<file path="src/rtl/rcpm_pkg.sv">
`default_nettype none
// ----------------------------------------------------------------------------
// rcpm_pkg
// Shared types, codes and constants of the readout channel pad mapper.
// ----------------------------------------------------------------------------
package rcpm_pkg;

    // default sizes
    localparam int NUM_BOARDS_DEF     = 12;
    localparam int NUM_CONNECTORS_DEF = 4;
    localparam int NUM_CHANNELS_DEF   = 68;
    localparam int PAD_ROWS_DEF       = 108;
    localparam int PAD_LAYERS_DEF     = 112;

    // mapping geometry
    localparam int UNIT_BLOCK      = 100;  // unit index = block * 100 + column
    localparam int LAYER_BLOCK     = 28;   // layers per block
    localparam int ROW_PITCH       = 9;    // rows per column
    localparam int CHIP_PITCH      = 7;    // layers per chip
    localparam int MIRROR_COL      = 6;    // first mirrored column
    localparam int ROW_LOCAL_MAX   = 8;
    localparam int LAYER_LOCAL_MAX = 6;
    localparam int CHIP_MAX        = 3;

    localparam int UNIT_W     = 9;
    localparam int USER_W     = 2;
    localparam int IN_DATA_W  = 48;
    localparam int OUT_DATA_W = 40;

    localparam logic [UNIT_W-1:0] UNIT_NONE    = '1;
    localparam logic [3:0]        LAYER_UNUSED = 4'b1110;

    typedef enum logic [1:0] {
        OP_LOAD_BOARD   = 2'd0,
        OP_LOAD_CHANNEL = 2'd1,
        OP_FORWARD      = 2'd2,
        OP_REVERSE      = 2'd3
    } t_op;

    typedef enum logic [1:0] {
        ST_OK        = 2'd0,
        ST_UNUSED    = 2'd1,
        ST_RANGE     = 2'd2,
        ST_NOT_FOUND = 2'd3
    } t_status;

    typedef enum logic [4:0] {
        S_IDLE = 5'b00001,
        S_READ = 5'b00010,
        S_FWD  = 5'b00100,
        S_SCAN = 5'b01000,
        S_DONE = 5'b10000
    } t_state;

    // request item, lowest field last
    typedef struct packed {
        logic [1:0]        pad;
        logic [3:0]        entry_row;
        logic signed [3:0] entry_layer;
        logic [6:0]        pad_layer;
        logic [6:0]        pad_row;
        logic [8:0]        unit_index;
        logic [6:0]        channel;
        logic [1:0]        chip;
        logic [1:0]        connector;
        logic [3:0]        board;
    } t_in_data;

    typedef struct packed {
        logic [1:0] pad;
        logic [6:0] out_channel;
        logic [1:0] out_chip;
        logic [1:0] out_connector;
        logic [3:0] out_board;
        logic [8:0] out_unit;
        logic [6:0] out_pad_layer;
        logic [6:0] out_pad_row;
    } t_out_data;

    typedef struct packed {
        logic [3:0] layer;
        logic [3:0] row;
    } t_ch_entry;

    localparam t_ch_entry CH_ENTRY_RESET = '{layer: LAYER_UNUSED, row: 4'd0};

    typedef struct packed {
        logic bt_rd;
        logic bt_wr;
        logic ch_rd;
        logic ch_wr;
    } t_tbl_ctrl;

    function automatic int addr_w(input int depth);
        return (depth > 1) ? $clog2(depth) : 1;
    endfunction

endpackage
`default_nettype wire

</file>
<file path="src/rtl/rcpm_ram.sv">
`default_nettype none
// ----------------------------------------------------------------------------
// rcpm_ram
// Generic simple dual port RAM, one write and one registered read port.
// ----------------------------------------------------------------------------
module rcpm_ram #(
    parameter int WIDTH = 8,
    parameter int DEPTH = 16
) (
    input  wire logic                                i_clk,
    input  wire logic                                i_we,
    input  wire logic [rcpm_pkg::addr_w(DEPTH)-1:0]  i_waddr,
    input  wire logic [WIDTH-1:0]                    i_wdata,
    input  wire logic                                i_re,
    input  wire logic [rcpm_pkg::addr_w(DEPTH)-1:0]  i_raddr,
    output logic      [WIDTH-1:0]                    o_rdata
);
    import rcpm_pkg::*;

    logic [WIDTH-1:0] r_mem [DEPTH];
    logic [WIDTH-1:0] r_rdata;

    always_ff @(posedge i_clk) begin
        if (i_we) begin
            r_mem[i_waddr] <= i_wdata;
        end
        if (i_re) begin
            r_rdata <= r_mem[i_raddr];
        end
    end

    assign o_rdata = r_rdata;

endmodule
`default_nettype wire

</file>
<file path="src/rtl/rcpm_tables.sv">
`default_nettype none
// ----------------------------------------------------------------------------
// rcpm_tables
// Board and channel tables. Entries never written read as their reset value.
// ----------------------------------------------------------------------------
module rcpm_tables #(
    parameter int BT_DEPTH = rcpm_pkg::NUM_BOARDS_DEF * rcpm_pkg::NUM_CONNECTORS_DEF,
    parameter int CH_DEPTH = rcpm_pkg::NUM_CHANNELS_DEF
) (
    input  wire logic                                  i_clk,
    input  wire logic                                  i_rst_n,
    input  wire rcpm_pkg::t_tbl_ctrl                   i_ctrl,
    input  wire logic [rcpm_pkg::addr_w(BT_DEPTH)-1:0] i_bt_addr,
    input  wire logic [rcpm_pkg::UNIT_W-1:0]           i_bt_wdata,
    input  wire logic [rcpm_pkg::addr_w(CH_DEPTH)-1:0] i_ch_addr,
    input  wire rcpm_pkg::t_ch_entry                   i_ch_wdata,
    output logic      [rcpm_pkg::UNIT_W-1:0]           o_bt_unit,
    output rcpm_pkg::t_ch_entry                        o_ch_entry
);
    import rcpm_pkg::*;

    logic [BT_DEPTH-1:0] r_bt_vld;
    logic [CH_DEPTH-1:0] r_ch_vld;
    logic                r_bt_hit;
    logic                r_ch_hit;
    logic [UNIT_W-1:0]   bt_q;
    logic [7:0]          ch_q;

    rcpm_ram #(.WIDTH(UNIT_W), .DEPTH(BT_DEPTH)) u_board_ram (
        .i_clk   (i_clk),
        .i_we    (i_ctrl.bt_wr),
        .i_waddr (i_bt_addr),
        .i_wdata (i_bt_wdata),
        .i_re    (i_ctrl.bt_rd),
        .i_raddr (i_bt_addr),
        .o_rdata (bt_q)
    );

    rcpm_ram #(.WIDTH(8), .DEPTH(CH_DEPTH)) u_channel_ram (
        .i_clk   (i_clk),
        .i_we    (i_ctrl.ch_wr),
        .i_waddr (i_ch_addr),
        .i_wdata (i_ch_wdata),
        .i_re    (i_ctrl.ch_rd),
        .i_raddr (i_ch_addr),
        .o_rdata (ch_q)
    );

    always_ff @(posedge i_clk) begin
        if (!i_rst_n) begin
            r_bt_vld <= '0;
            r_ch_vld <= '0;
        end else begin
            if (i_ctrl.bt_wr) begin
                r_bt_vld[i_bt_addr] <= 1'b1;
            end
            if (i_ctrl.ch_wr) begin
                r_ch_vld[i_ch_addr] <= 1'b1;
            end
        end
    end

    // valid flag travels with the read data
    always_ff @(posedge i_clk) begin
        if (i_ctrl.bt_rd) begin
            r_bt_hit <= r_bt_vld[i_bt_addr];
        end
        if (i_ctrl.ch_rd) begin
            r_ch_hit <= r_ch_vld[i_ch_addr];
        end
    end

    assign o_bt_unit  = r_bt_hit ? bt_q : UNIT_NONE;
    assign o_ch_entry = r_ch_hit ? t_ch_entry'(ch_q) : CH_ENTRY_RESET;

endmodule
`default_nettype wire

</file>
<file path="src/rtl/readout_channel_pad_mapper.sv">
`default_nettype none
// ----------------------------------------------------------------------------
// readout_channel_pad_mapper
// Loads board and channel tables and maps readout addresses to pad
// coordinates (forward) and pad coordinates back to readout addresses.
// ----------------------------------------------------------------------------
//  channel   direction  handshake              tdata  tuser
//  request   in         i_s_tvalid/o_s_tready  48     operation
//  result    out        o_m_tvalid/i_m_tready  40     status
//
//  Loads go straight to done; forward requests pass the read and forward
//  states; the reverse scan walks max(boards*connectors, channels) entries
//  of both table RAMs side by side, one entry per cycle through their
//  single read ports. One request is in flight at a time; the result
//  register lets the next request in while a result waits on a stalled
//  output. Reset clears per-entry valid flags at once, no clearing pass.
// ----------------------------------------------------------------------------
module readout_channel_pad_mapper #(
    parameter int NUM_BOARDS     = rcpm_pkg::NUM_BOARDS_DEF,
    parameter int NUM_CONNECTORS = rcpm_pkg::NUM_CONNECTORS_DEF,
    parameter int NUM_CHANNELS   = rcpm_pkg::NUM_CHANNELS_DEF,
    parameter int PAD_ROWS       = rcpm_pkg::PAD_ROWS_DEF,
    parameter int PAD_LAYERS     = rcpm_pkg::PAD_LAYERS_DEF
) (
    input  wire logic                               i_clk,
    input  wire logic                               i_rst_n,
    input  wire logic                               i_s_tvalid,
    output logic                                    o_s_tready,
    // board[3:0] connector[5:4] chip[7:6] channel[14:8] unit_index[23:15]
    // pad_row[30:24] pad_layer[37:31] entry_layer[41:38] entry_row[45:42]
    input  wire logic [rcpm_pkg::IN_DATA_W-1:0]     i_s_tdata,
    // operation[1:0]
    input  wire logic [rcpm_pkg::USER_W-1:0]        i_s_tuser,
    output logic                                    o_m_tvalid,
    input  wire logic                               i_m_tready,
    // out_pad_row[6:0] out_pad_layer[13:7] out_unit[22:14] out_board[26:23]
    // out_connector[28:27] out_chip[30:29] out_channel[37:31]
    output logic      [rcpm_pkg::OUT_DATA_W-1:0]    o_m_tdata,
    // status[1:0]
    output logic      [rcpm_pkg::USER_W-1:0]        o_m_tuser
);
    import rcpm_pkg::*;

    localparam int BT_DEPTH = NUM_BOARDS * NUM_CONNECTORS;
    localparam int BT_AW    = addr_w(BT_DEPTH);
    localparam int CH_AW    = addr_w(NUM_CHANNELS);
    localparam int SCAN_LEN = (BT_DEPTH > NUM_CHANNELS) ? BT_DEPTH : NUM_CHANNELS;
    localparam int SC_W     = $clog2(SCAN_LEN + 1);

    localparam logic signed [11:0] ROW_PITCH_S   = 12'(ROW_PITCH);
    localparam logic signed [11:0] ROW_MAX_S     = 12'(ROW_LOCAL_MAX);
    localparam logic signed [9:0]  LAYER_BLK_S   = 10'(LAYER_BLOCK);
    localparam logic signed [9:0]  CHIP_PITCH_S  = 10'(CHIP_PITCH);
    localparam logic signed [9:0]  CHIP_MAX_S    = 10'(CHIP_MAX);
    localparam logic signed [9:0]  LAYER_MAX_S   = 10'(LAYER_LOCAL_MAX);

    t_state    r_state, n_state;
    t_in_data  s_in;
    t_op       op;
    logic      accept;

    t_tbl_ctrl           tbl_ctrl;
    logic [BT_AW-1:0]    bt_addr;
    logic [CH_AW-1:0]    ch_addr;
    logic [UNIT_W-1:0]   bt_unit;
    t_ch_entry           ch_entry;
    t_ch_entry           ch_wdata;

    // request context
    logic              r_ch_ok, r_bd_ok;
    logic [1:0]        r_chip;
    logic [3:0]        r_r, r_l;
    logic [UNIT_W-1:0] r_unit;
    t_status           r_fst;
    logic [2:0]        r_blk;
    logic [6:0]        r_col;

    // scan
    logic [SC_W-1:0]   r_issue, r_pk;
    logic              r_pend;
    logic [3:0]        r_sb, r_pb, r_fb;
    logic [1:0]        r_sc, r_pc, r_fc;
    logic [6:0]        r_fch;
    logic              r_bt_found, r_ch_found;

    // result and output registers
    t_out_data         r_res, n_res;
    t_status           r_res_st, n_res_st;
    logic              res_load;
    t_out_data         r_out_data;
    t_status           r_out_st;
    logic              r_out_vld;
    logic              out_load;

    logic ch_in, bd_in;
    logic [BT_AW-1:0] fwd_bt_addr;

    assign s_in       = t_in_data'(i_s_tdata);
    assign op         = t_op'(i_s_tuser);
    assign o_s_tready = (r_state == S_IDLE);
    assign accept     = i_s_tvalid && o_s_tready;
    assign ch_in      = s_in.channel < NUM_CHANNELS;
    assign bd_in      = (s_in.board < NUM_BOARDS) && (s_in.connector < NUM_CONNECTORS);
    assign fwd_bt_addr = bd_in ?
        BT_AW'(int'(s_in.board) * NUM_CONNECTORS + int'(s_in.connector)) : '0;
    assign ch_wdata   = '{layer: s_in.entry_layer, row: s_in.entry_row};

    // ---------------- reverse address arithmetic ----------------
    logic        rv_range;
    logic [12:0] rv_p9;
    logic [3:0]  rv_q9, rv_col;
    logic [6:0]  rv_rem9_raw;
    logic [3:0]  rv_rem9;
    logic [2:0]  rv_blk;
    logic [6:0]  rv_u28;
    logic [1:0]  rv_q7;
    logic [2:0]  rv_rem7;
    logic        rv_mirror;
    logic [UNIT_W-1:0] rv_unit;
    logic [3:0]  rv_r, rv_l;
    logic [1:0]  rv_chip;

    always_comb begin
        rv_range = (s_in.pad_row < PAD_ROWS) && (s_in.pad_layer < PAD_LAYERS);
        // row / 9 by reciprocal 57/512, then one correction step
        rv_p9       = {6'd0, s_in.pad_row} * 13'd57;
        rv_q9       = rv_p9[12:9];
        rv_rem9_raw = s_in.pad_row - 7'(int'(rv_q9) * ROW_PITCH);
        if (rv_rem9_raw >= 7'(ROW_PITCH)) begin
            rv_col  = rv_q9 + 4'd1;
            rv_rem9 = 4'(rv_rem9_raw - 7'(ROW_PITCH));
        end else begin
            rv_col  = rv_q9;
            rv_rem9 = 4'(rv_rem9_raw);
        end
        rv_blk = '0;
        for (int k = 1; k <= 4; k++) begin
            if (int'(s_in.pad_layer) >= k * LAYER_BLOCK) rv_blk = 3'(k);
        end
        rv_u28 = s_in.pad_layer - 7'(int'(rv_blk) * LAYER_BLOCK);
        rv_q7  = '0;
        for (int k = 1; k <= 3; k++) begin
            if (int'(rv_u28) >= k * CHIP_PITCH) rv_q7 = 2'(k);
        end
        rv_rem7   = 3'(rv_u28 - 7'(int'(rv_q7) * CHIP_PITCH));
        rv_unit   = UNIT_W'(int'(rv_blk) * UNIT_BLOCK + int'(rv_col));
        rv_mirror = rv_col >= 4'(MIRROR_COL);
        if (rv_mirror) begin
            rv_r    = 4'(ROW_LOCAL_MAX) - rv_rem9;
            rv_chip = rv_q7;
            rv_l    = 4'(LAYER_LOCAL_MAX) - {1'b0, rv_rem7};
        end else begin
            rv_r    = rv_rem9;
            rv_chip = 2'(CHIP_MAX) - rv_q7;
            rv_l    = {1'b0, rv_rem7};
        end
    end

    // ---------------- forward arithmetic ----------------
    logic [2:0] f_blk;
    logic [6:0] f_col;
    t_status    f_pre;

    always_comb begin
        f_blk = '0;
        for (int k = 1; k <= 5; k++) begin
            if (int'(bt_unit) >= k * UNIT_BLOCK) f_blk = 3'(k);
        end
        f_col = 7'(int'(bt_unit) - int'(f_blk) * UNIT_BLOCK);
        if (!r_ch_ok || ch_entry.layer == LAYER_UNUSED) begin
            f_pre = ST_UNUSED;
        end else if (!r_bd_ok || bt_unit == UNIT_NONE) begin
            f_pre = ST_NOT_FOUND;
        end else begin
            f_pre = ST_OK;
        end
    end

    logic               f_mirror;
    logic signed [11:0] f_row;
    logic signed [9:0]  f_lay, f_chip_s, f_l_s;
    logic               f_fit;

    always_comb begin
        f_mirror = r_col >= 7'(MIRROR_COL);
        f_chip_s = $signed({8'd0, r_chip});
        f_l_s    = $signed({{6{r_l[3]}}, r_l});
        if (f_mirror) begin
            f_row = $signed({5'd0, r_col}) * ROW_PITCH_S + (ROW_MAX_S - $signed({8'd0, r_r}));
            f_lay = $signed({7'd0, r_blk}) * LAYER_BLK_S + f_chip_s * CHIP_PITCH_S
                    + (LAYER_MAX_S - f_l_s);
        end else begin
            f_row = $signed({5'd0, r_col}) * ROW_PITCH_S + $signed({8'd0, r_r});
            f_lay = $signed({7'd0, r_blk}) * LAYER_BLK_S
                    + (CHIP_MAX_S - f_chip_s) * CHIP_PITCH_S + f_l_s;
        end
        f_fit = (f_row >= 0) && (f_row < PAD_ROWS) && (f_lay >= 0) && (f_lay < PAD_LAYERS);
    end

    // ---------------- scan compare ----------------
    logic scan_issue, bt_hit, ch_hit, scan_last, bt_found_n, ch_found_n;

    assign scan_issue = (r_state == S_SCAN) && (r_issue < SCAN_LEN);
    assign bt_hit     = r_pend && (r_pk < BT_DEPTH) && !r_bt_found && (bt_unit == r_unit);
    assign ch_hit     = r_pend && (r_pk < NUM_CHANNELS) && !r_ch_found
                        && (ch_entry.row == r_r) && (ch_entry.layer == r_l);
    assign scan_last  = r_pend && (r_pk == SC_W'(SCAN_LEN - 1));
    assign bt_found_n = r_bt_found || bt_hit;
    assign ch_found_n = r_ch_found || ch_hit;

    // ---------------- table access ----------------
    always_comb begin
        tbl_ctrl = '0;
        bt_addr  = '0;
        ch_addr  = '0;
        if (accept) begin
            case (op)
                OP_LOAD_BOARD: begin
                    tbl_ctrl.bt_wr = bd_in;
                    bt_addr        = fwd_bt_addr;
                end
                OP_LOAD_CHANNEL: begin
                    tbl_ctrl.ch_wr = ch_in;
                    ch_addr        = CH_AW'(s_in.channel);
                end
                OP_FORWARD: begin
                    tbl_ctrl.bt_rd = 1'b1;
                    tbl_ctrl.ch_rd = 1'b1;
                    bt_addr        = fwd_bt_addr;
                    ch_addr        = ch_in ? CH_AW'(s_in.channel) : '0;
                end
                default: begin
                end
            endcase
        end else if (scan_issue) begin
            tbl_ctrl.bt_rd = r_issue < BT_DEPTH;
            tbl_ctrl.ch_rd = r_issue < NUM_CHANNELS;
            bt_addr        = r_issue[BT_AW-1:0];
            ch_addr        = r_issue[CH_AW-1:0];
        end
    end

    rcpm_tables #(.BT_DEPTH(BT_DEPTH), .CH_DEPTH(NUM_CHANNELS)) u_tables (
        .i_clk      (i_clk),
        .i_rst_n    (i_rst_n),
        .i_ctrl     (tbl_ctrl),
        .i_bt_addr  (bt_addr),
        .i_bt_wdata (s_in.unit_index),
        .i_ch_addr  (ch_addr),
        .i_ch_wdata (ch_wdata),
        .o_bt_unit  (bt_unit),
        .o_ch_entry (ch_entry)
    );

    // ---------------- sequencer and result ----------------
    assign out_load = (r_state == S_DONE) && (!r_out_vld || i_m_tready);

    always_comb begin
        n_state  = r_state;
        n_res    = '0;
        n_res_st = ST_OK;
        res_load = 1'b0;
        case (r_state)
            S_IDLE: begin
                if (accept) begin
                    case (op)
                        OP_FORWARD: n_state = S_READ;
                        OP_REVERSE: begin
                            if (rv_range) begin
                                n_state = S_SCAN;
                            end else begin
                                n_state  = S_DONE;
                                res_load = 1'b1;
                                n_res_st = ST_RANGE;
                            end
                        end
                        default: begin
                            n_state  = S_DONE;
                            res_load = 1'b1;
                        end
                    endcase
                end
            end
            S_READ: n_state = S_FWD;
            S_FWD: begin
                n_state  = S_DONE;
                res_load = 1'b1;
                if (r_fst != ST_OK) begin
                    n_res_st = r_fst;
                end else if (!f_fit) begin
                    n_res_st = ST_RANGE;
                end else begin
                    n_res.out_pad_row   = f_row[6:0];
                    n_res.out_pad_layer = f_lay[6:0];
                end
            end
            S_SCAN: begin
                if (scan_last) begin
                    n_state        = S_DONE;
                    res_load       = 1'b1;
                    n_res.out_unit = r_unit;
                    n_res.out_chip = r_chip;
                    if (bt_found_n && ch_found_n) begin
                        n_res.out_board     = bt_hit ? r_pb : r_fb;
                        n_res.out_connector = bt_hit ? r_pc : r_fc;
                        n_res.out_channel   = ch_hit ? 7'(r_pk) : r_fch;
                    end else begin
                        n_res_st = ST_NOT_FOUND;
                    end
                end
            end
            S_DONE: begin
                if (out_load) n_state = S_IDLE;
            end
            default: n_state = S_IDLE;
        endcase
    end

    always_ff @(posedge i_clk) begin
        if (!i_rst_n) begin
            r_state   <= S_IDLE;
            r_out_vld <= 1'b0;
            r_pend    <= 1'b0;
        end else begin
            r_state <= n_state;
            r_pend  <= scan_issue;
            if (out_load) begin
                r_out_vld <= 1'b1;
            end else if (i_m_tready) begin
                r_out_vld <= 1'b0;
            end
        end
    end

    always_ff @(posedge i_clk) begin
        if (accept) begin
            r_ch_ok    <= ch_in;
            r_bd_ok    <= bd_in;
            r_chip     <= (op == OP_FORWARD) ? s_in.chip : rv_chip;
            r_r        <= rv_r;
            r_l        <= rv_l;
            r_unit     <= rv_unit;
            r_issue    <= '0;
            r_sb       <= '0;
            r_sc       <= '0;
            r_bt_found <= 1'b0;
            r_ch_found <= 1'b0;
        end
        if (r_state == S_READ) begin
            r_fst <= f_pre;
            r_blk <= f_blk;
            r_col <= f_col;
            r_l   <= ch_entry.layer;
            r_r   <= ch_entry.row;
        end
        if (scan_issue) begin
            r_issue <= r_issue + 1'b1;
            r_pk    <= r_issue;
            r_pb    <= r_sb;
            r_pc    <= r_sc;
            if (r_sc == 2'(NUM_CONNECTORS - 1)) begin
                r_sc <= '0;
                r_sb <= r_sb + 4'd1;
            end else begin
                r_sc <= r_sc + 2'd1;
            end
        end
        if (r_state == S_SCAN) begin
            r_bt_found <= bt_found_n;
            r_ch_found <= ch_found_n;
            if (bt_hit) begin
                r_fb <= r_pb;
                r_fc <= r_pc;
            end
            if (ch_hit) begin
                r_fch <= 7'(r_pk);
            end
        end
        if (res_load) begin
            r_res    <= n_res;
            r_res_st <= n_res_st;
        end
        if (out_load) begin
            r_out_data <= r_res;
            r_out_st   <= r_res_st;
        end
    end

    assign o_m_tvalid = r_out_vld;
    assign o_m_tdata  = r_out_data;
    assign o_m_tuser  = r_out_st;

    // ---------------- assertions ----------------
    a_write_on_accept: assert property (@(posedge i_clk) disable iff (!i_rst_n)
        (tbl_ctrl.bt_wr || tbl_ctrl.ch_wr) |-> accept)
        else $error("table write without an accepted request");

    a_no_rd_wr_clash: assert property (@(posedge i_clk) disable iff (!i_rst_n)
        !(tbl_ctrl.bt_rd && tbl_ctrl.bt_wr) && !(tbl_ctrl.ch_rd && tbl_ctrl.ch_wr))
        else $error("table read and write in the same cycle");

    a_busy_after_accept: assert property (@(posedge i_clk) disable iff (!i_rst_n)
        accept |=> !o_s_tready)
        else $error("ready held after accepting a request");

    a_scan_ends: assert property (@(posedge i_clk) disable iff (!i_rst_n)
        (r_state == S_SCAN && scan_last) |=> (r_state == S_DONE))
        else $error("scan did not finish after its last entry");

    a_result_from_done: assert property (@(posedge i_clk) disable iff (!i_rst_n)
        $rose(o_m_tvalid) |-> $past(r_state == S_DONE))
        else $error("result raised outside the done state");

endmodule
`default_nettype wire

</file>
<file path="config.mk">
export PLATFORM = sky130hd
export DESIGN_NAME = readout_channel_pad_mapper
export DESIGN_NICKNAME = d
export VERILOG_FILES = /design/src/rtl/rcpm_pkg.sv /design/src/rtl/rcpm_ram.sv /design/src/rtl/rcpm_tables.sv /design/src/rtl/readout_channel_pad_mapper.sv
export SDC_FILE = /design/constraint.sdc
export NUM_CORES = 2
export LEC_CHECK = 0
export BUFFER_PORTS_ARGS = -buffer_cell sky130_fd_sc_hd__clkbuf_2
export CORE_ASPECT_RATIO = 1.4
export CORE_UTILIZATION = 47
export DETAILED_ROUTE_END_ITERATION = 8
export PLACE_DENSITY = 0.73
export SLEW_MARGIN = 25
export SYNTH_ARGS = -nofsm -noshare
export SYNTH_HDL_FRONTEND = slang
export SYNTH_SLANG_ARGS = --single-unit
</file>
<file path="constraint.sdc">
create_clock -name i_clk -period 8.1 [get_ports i_clk]
set_input_delay 0.405 -clock i_clk [delete_from_list [all_inputs] [get_ports i_clk]]
set_output_delay 0.405 -clock i_clk [all_outputs]
set_load 0.02 [all_outputs]
</file>
==> impl_metrics.yaml <==
clocking:
  clkLatencyLatePin_ns: 0.78
  postCtsSetupBuffers: 0
  post_cts_resized: 0
  h-tree-depth: 3
  cts.sinks: 1272
  cts_tree: "yes"
  clkTransAtPathRegs_ns: 0.06
  numCtsBuffers: 107
  clockRootBuffer: "clkbuf_16"
  clockBufferDepth: 3
timing:
  fmax_ghz: 0.153
  finalSetupViolations: 0
  slew_headroom_pct: 21.4
  rsz0062_at_grt: "false"
  slew_viol_final: 0
  setup_tns_ns: 0
  tightest_slew_ns: 1.17
  final.setup_skew_ns: 0.0689
  final_hold_viol_count: 0
  setup_slack_ns: 1.57
  timing.final.crit_share_pct: 80.6
  period_needed_ns: 6.53
  worst_hold_slack_ns: 0.0649
die:
  core-area_mm2: 0.110
  start_util_pct: 47.5
  ios: 98
  rows: 144
  dieHeight_um: 397
  die_area_mm2: 0.113
  fp.dieW_um: 284
job:
  maxCapViolations: 0
worst_setup_path:
  critPathRequiredTime_ns: 8.52
  crit_fanout: 9
  crit_start: "i_s_tdata[26]"
  worst_setup_path_start_kind: "input port"
  r2r-start: "r_state[3]"
  cp.arrival_ns: 6.95
  end_kind: "flip-flop"
  critPathKind: "in2reg"
place:
  gp_congestion: 0.937
  place_ws_ns: 0.859
  dp.cells: 5037
  io_buffers: 93
  dp_hpwl_um: 85100
run_status:
  status: "complete, no violations"
finish:
  n_antenna_cell: 0
  layoutNonFillerInstCount: 5242
  area_growth_pct: 11.4
  nets: 3895
  final_core_util_pct: 52.9
  layout-drive-gt1-share_pct: 11.8
routing:
  routed_via_density: 6.28
  drt_wl_total_um: 136000
  vias: 32900
  drt_first_pass_iters: 6
  ant_nets: 0
  drc: 0
  wire_per_inst_um: 25.9
  drtIter0Drc: 3981
global_route:
  antenna_found_initial: 2
  grt_usage_pct: 23.7
  grt_first_pass_wirelength_um: 201000
  grt_pass1_vias: 32200
  grt_max_degree: 84
  overflow: 0
synth:
  synthCells: 3600
  synth-seq-cells: 1272
  synth_cell_types: 92
  ys_warn_count: 0
  synth_edf_count: 1145
  seq_area_frac_synth_pct: 70.4
  synthArstFlopShare_pct: 0
  synthFlopType: "edfxtp_1"
  syn_area_per_cell_um2: 14.6
  synth_area_mm2: 0.0525
power:
  powerDensity_mw_per_mm2: 259
  ir_drop_uv: 191
  leakagePower_nw: 19.3
min_path:
  hp-class: "in2reg"
  min_from: "i_s_tdata[6]"
==> worst paths after layout <==
| check | endpoint | slack [ns] | cells after the start |
|---|---|---|---|
| hold reg to reg | o_m_tdata[24] | 0.41 | 0 |
| setup / recovery | r_r[3] | 1.57 | 24 |
| setup reg to reg | u_tables.u_channel_ram.o_rdata[2] | 1.94 | 14 |
| hold / removal | r_chip[0] | 0.06 | 3 |
==> what timing repair did <==
| action | CTS | global route |
|---|---|---|
| hold endpoints to repair | 1 | 0 |
| endpoints found under the setup margin | 0 | 0 |
| hold buffers | 1 | 0 |
==> report_power, final <==
part	switching, W	leakage, nW	internal [W]	total [W]
clock network	0.00242	1.80	0.00298	0.00540
logic	0.00140	6.17	0.000958	0.00236
registers	0.000101	11.4	0.00727	0.00737
total	0.00392	19.3	0.0112	0.0151
==> stage by stage <==
stage               power [W]  area, um^2
floorplan             0.00918       52500
global placement      0.00980       54600
detailed placement    0.00987       54700
CTS                    0.0152       58400
global route           0.0157       58400
finish                 0.0151       58400
==> layout make-up <==
| class | instances | area (um^2) |
|---|---|---|
| fill | 8727 | 52000 |
| sequential | 1272 | 36900 |
| multi-input combinational | 2043 | 14500 |
| clock buffer | 140 | 2940 |
| tap | 1460 | 1830 |
| timing repair buffer | 160 | 1040 |
| clock inverter | 64 | 782 |
| inverter | 103 | 387 |
==> placed cells by master, fill, tap and decap left out, types with 41 or more instances in the layout <==
master and count:
a22o_1 52, buf_4 62, o21ai_0 78, a22oi_1 270, a21oi_1 95, xnor2_1 41
nor2_1 177, o21a_1 125, ha_1 128, clkbuf_2 90, edfxtp_1 1145, nand3_1 113
inv_1 102, nand2_1 244, clkbuf_16 107, dfxtp_1 127, a221oi_1 99, a31oi_1 46
==> sequential cells by signal, indices dropped and copies added (netlist names), 8 cells and up <==
name and cells:
u_tables.u_channel_ram.r_mem 544, u_tables.u_board_ram.r_mem 432, u_tables.r_ch_vld 68, u_tables.r_bt_vld 48, o_m_tdata 38, r_res 38
r_unit 9, u_tables.u_board_ram.o_rdata 9, u_tables.u_channel_ram.o_rdata 8
==> logic make-up (layout without fill, tap and decap cells) <==
kind of cell | count (synthesis) | after routing | share of synthesized area [%]
AND/OR/NAND/NOR | 792 | 792 | 7.24
adder cells (fa/ha/maj) | 155 | 155 | 4.06
flip-flops | 1272 | 1272 | 70.4
AO/OA/AOI/OAI | 968 | 968 | 13.6
multiplexers | 53 | 53 | 1.10
XOR/XNOR | 73 | 73 | 1.22
buffers and inverters | 286 | 467 | 2.37
other | 1 | 2 | 0.00715
==> cell usage after synthesis, drive strengths merged, types with 25 or more instances <==
library cell | number | area (um^2)
dfxtp | 127 | 2540
o21ai | 81 | 405
mux2i | 28 | 284
a221oi | 99 | 867
a31oi | 48 | 307
o21a | 125 | 938
nand2 | 244 | 916
edfxtp | 1145 | 34400
nand4 | 25 | 156
inv | 103 | 387
and3 | 29 | 181
o22ai | 26 | 163
a22oi | 270 | 2030
a21oi | 95 | 475
a22o | 52 | 455
nor2 | 211 | 810
fa | 26 | 521
xnor2 | 41 | 359
nand3 | 113 | 566
ha | 128 | 1600
nor3 | 45 | 270
xor2 | 32 | 280
nor2b | 27 | 169
clkbuf | 87 | 327
buf | 96 | 531
==> metal layers <==
metal	routed length (um)	global-route usage (%)
met5	24	0
met4	7920	13.6
met2	67300	40.2
met1	49000	28.6
met3	11600	3.92
==> worst max-delay path, stage by stage <==
cell and delay [ns]:
clkbuf_2 0.24, inv_1 0.16, fa_1 0.53, inv_1 0.06, fa_1 0.39, ha_1 0.29, ha_1 0.31, a21oi_1 0.24
o211ai_1 0.15, and3_1 0.22, nor2_1 0.52, xor2_1 0.15, ha_1 0.36, fa_1 0.61, inv_1 0.09, ha_1 0.20
nor4_1 0.25, o32ai_1 0.13, nor4bb_1 0.39, or3b_2 0.48, nand3_1 0.35, a211oi_1 0.11, xnor2_1 0.19, mux2i_1 0.10
(Power assumes the default switching activity.)
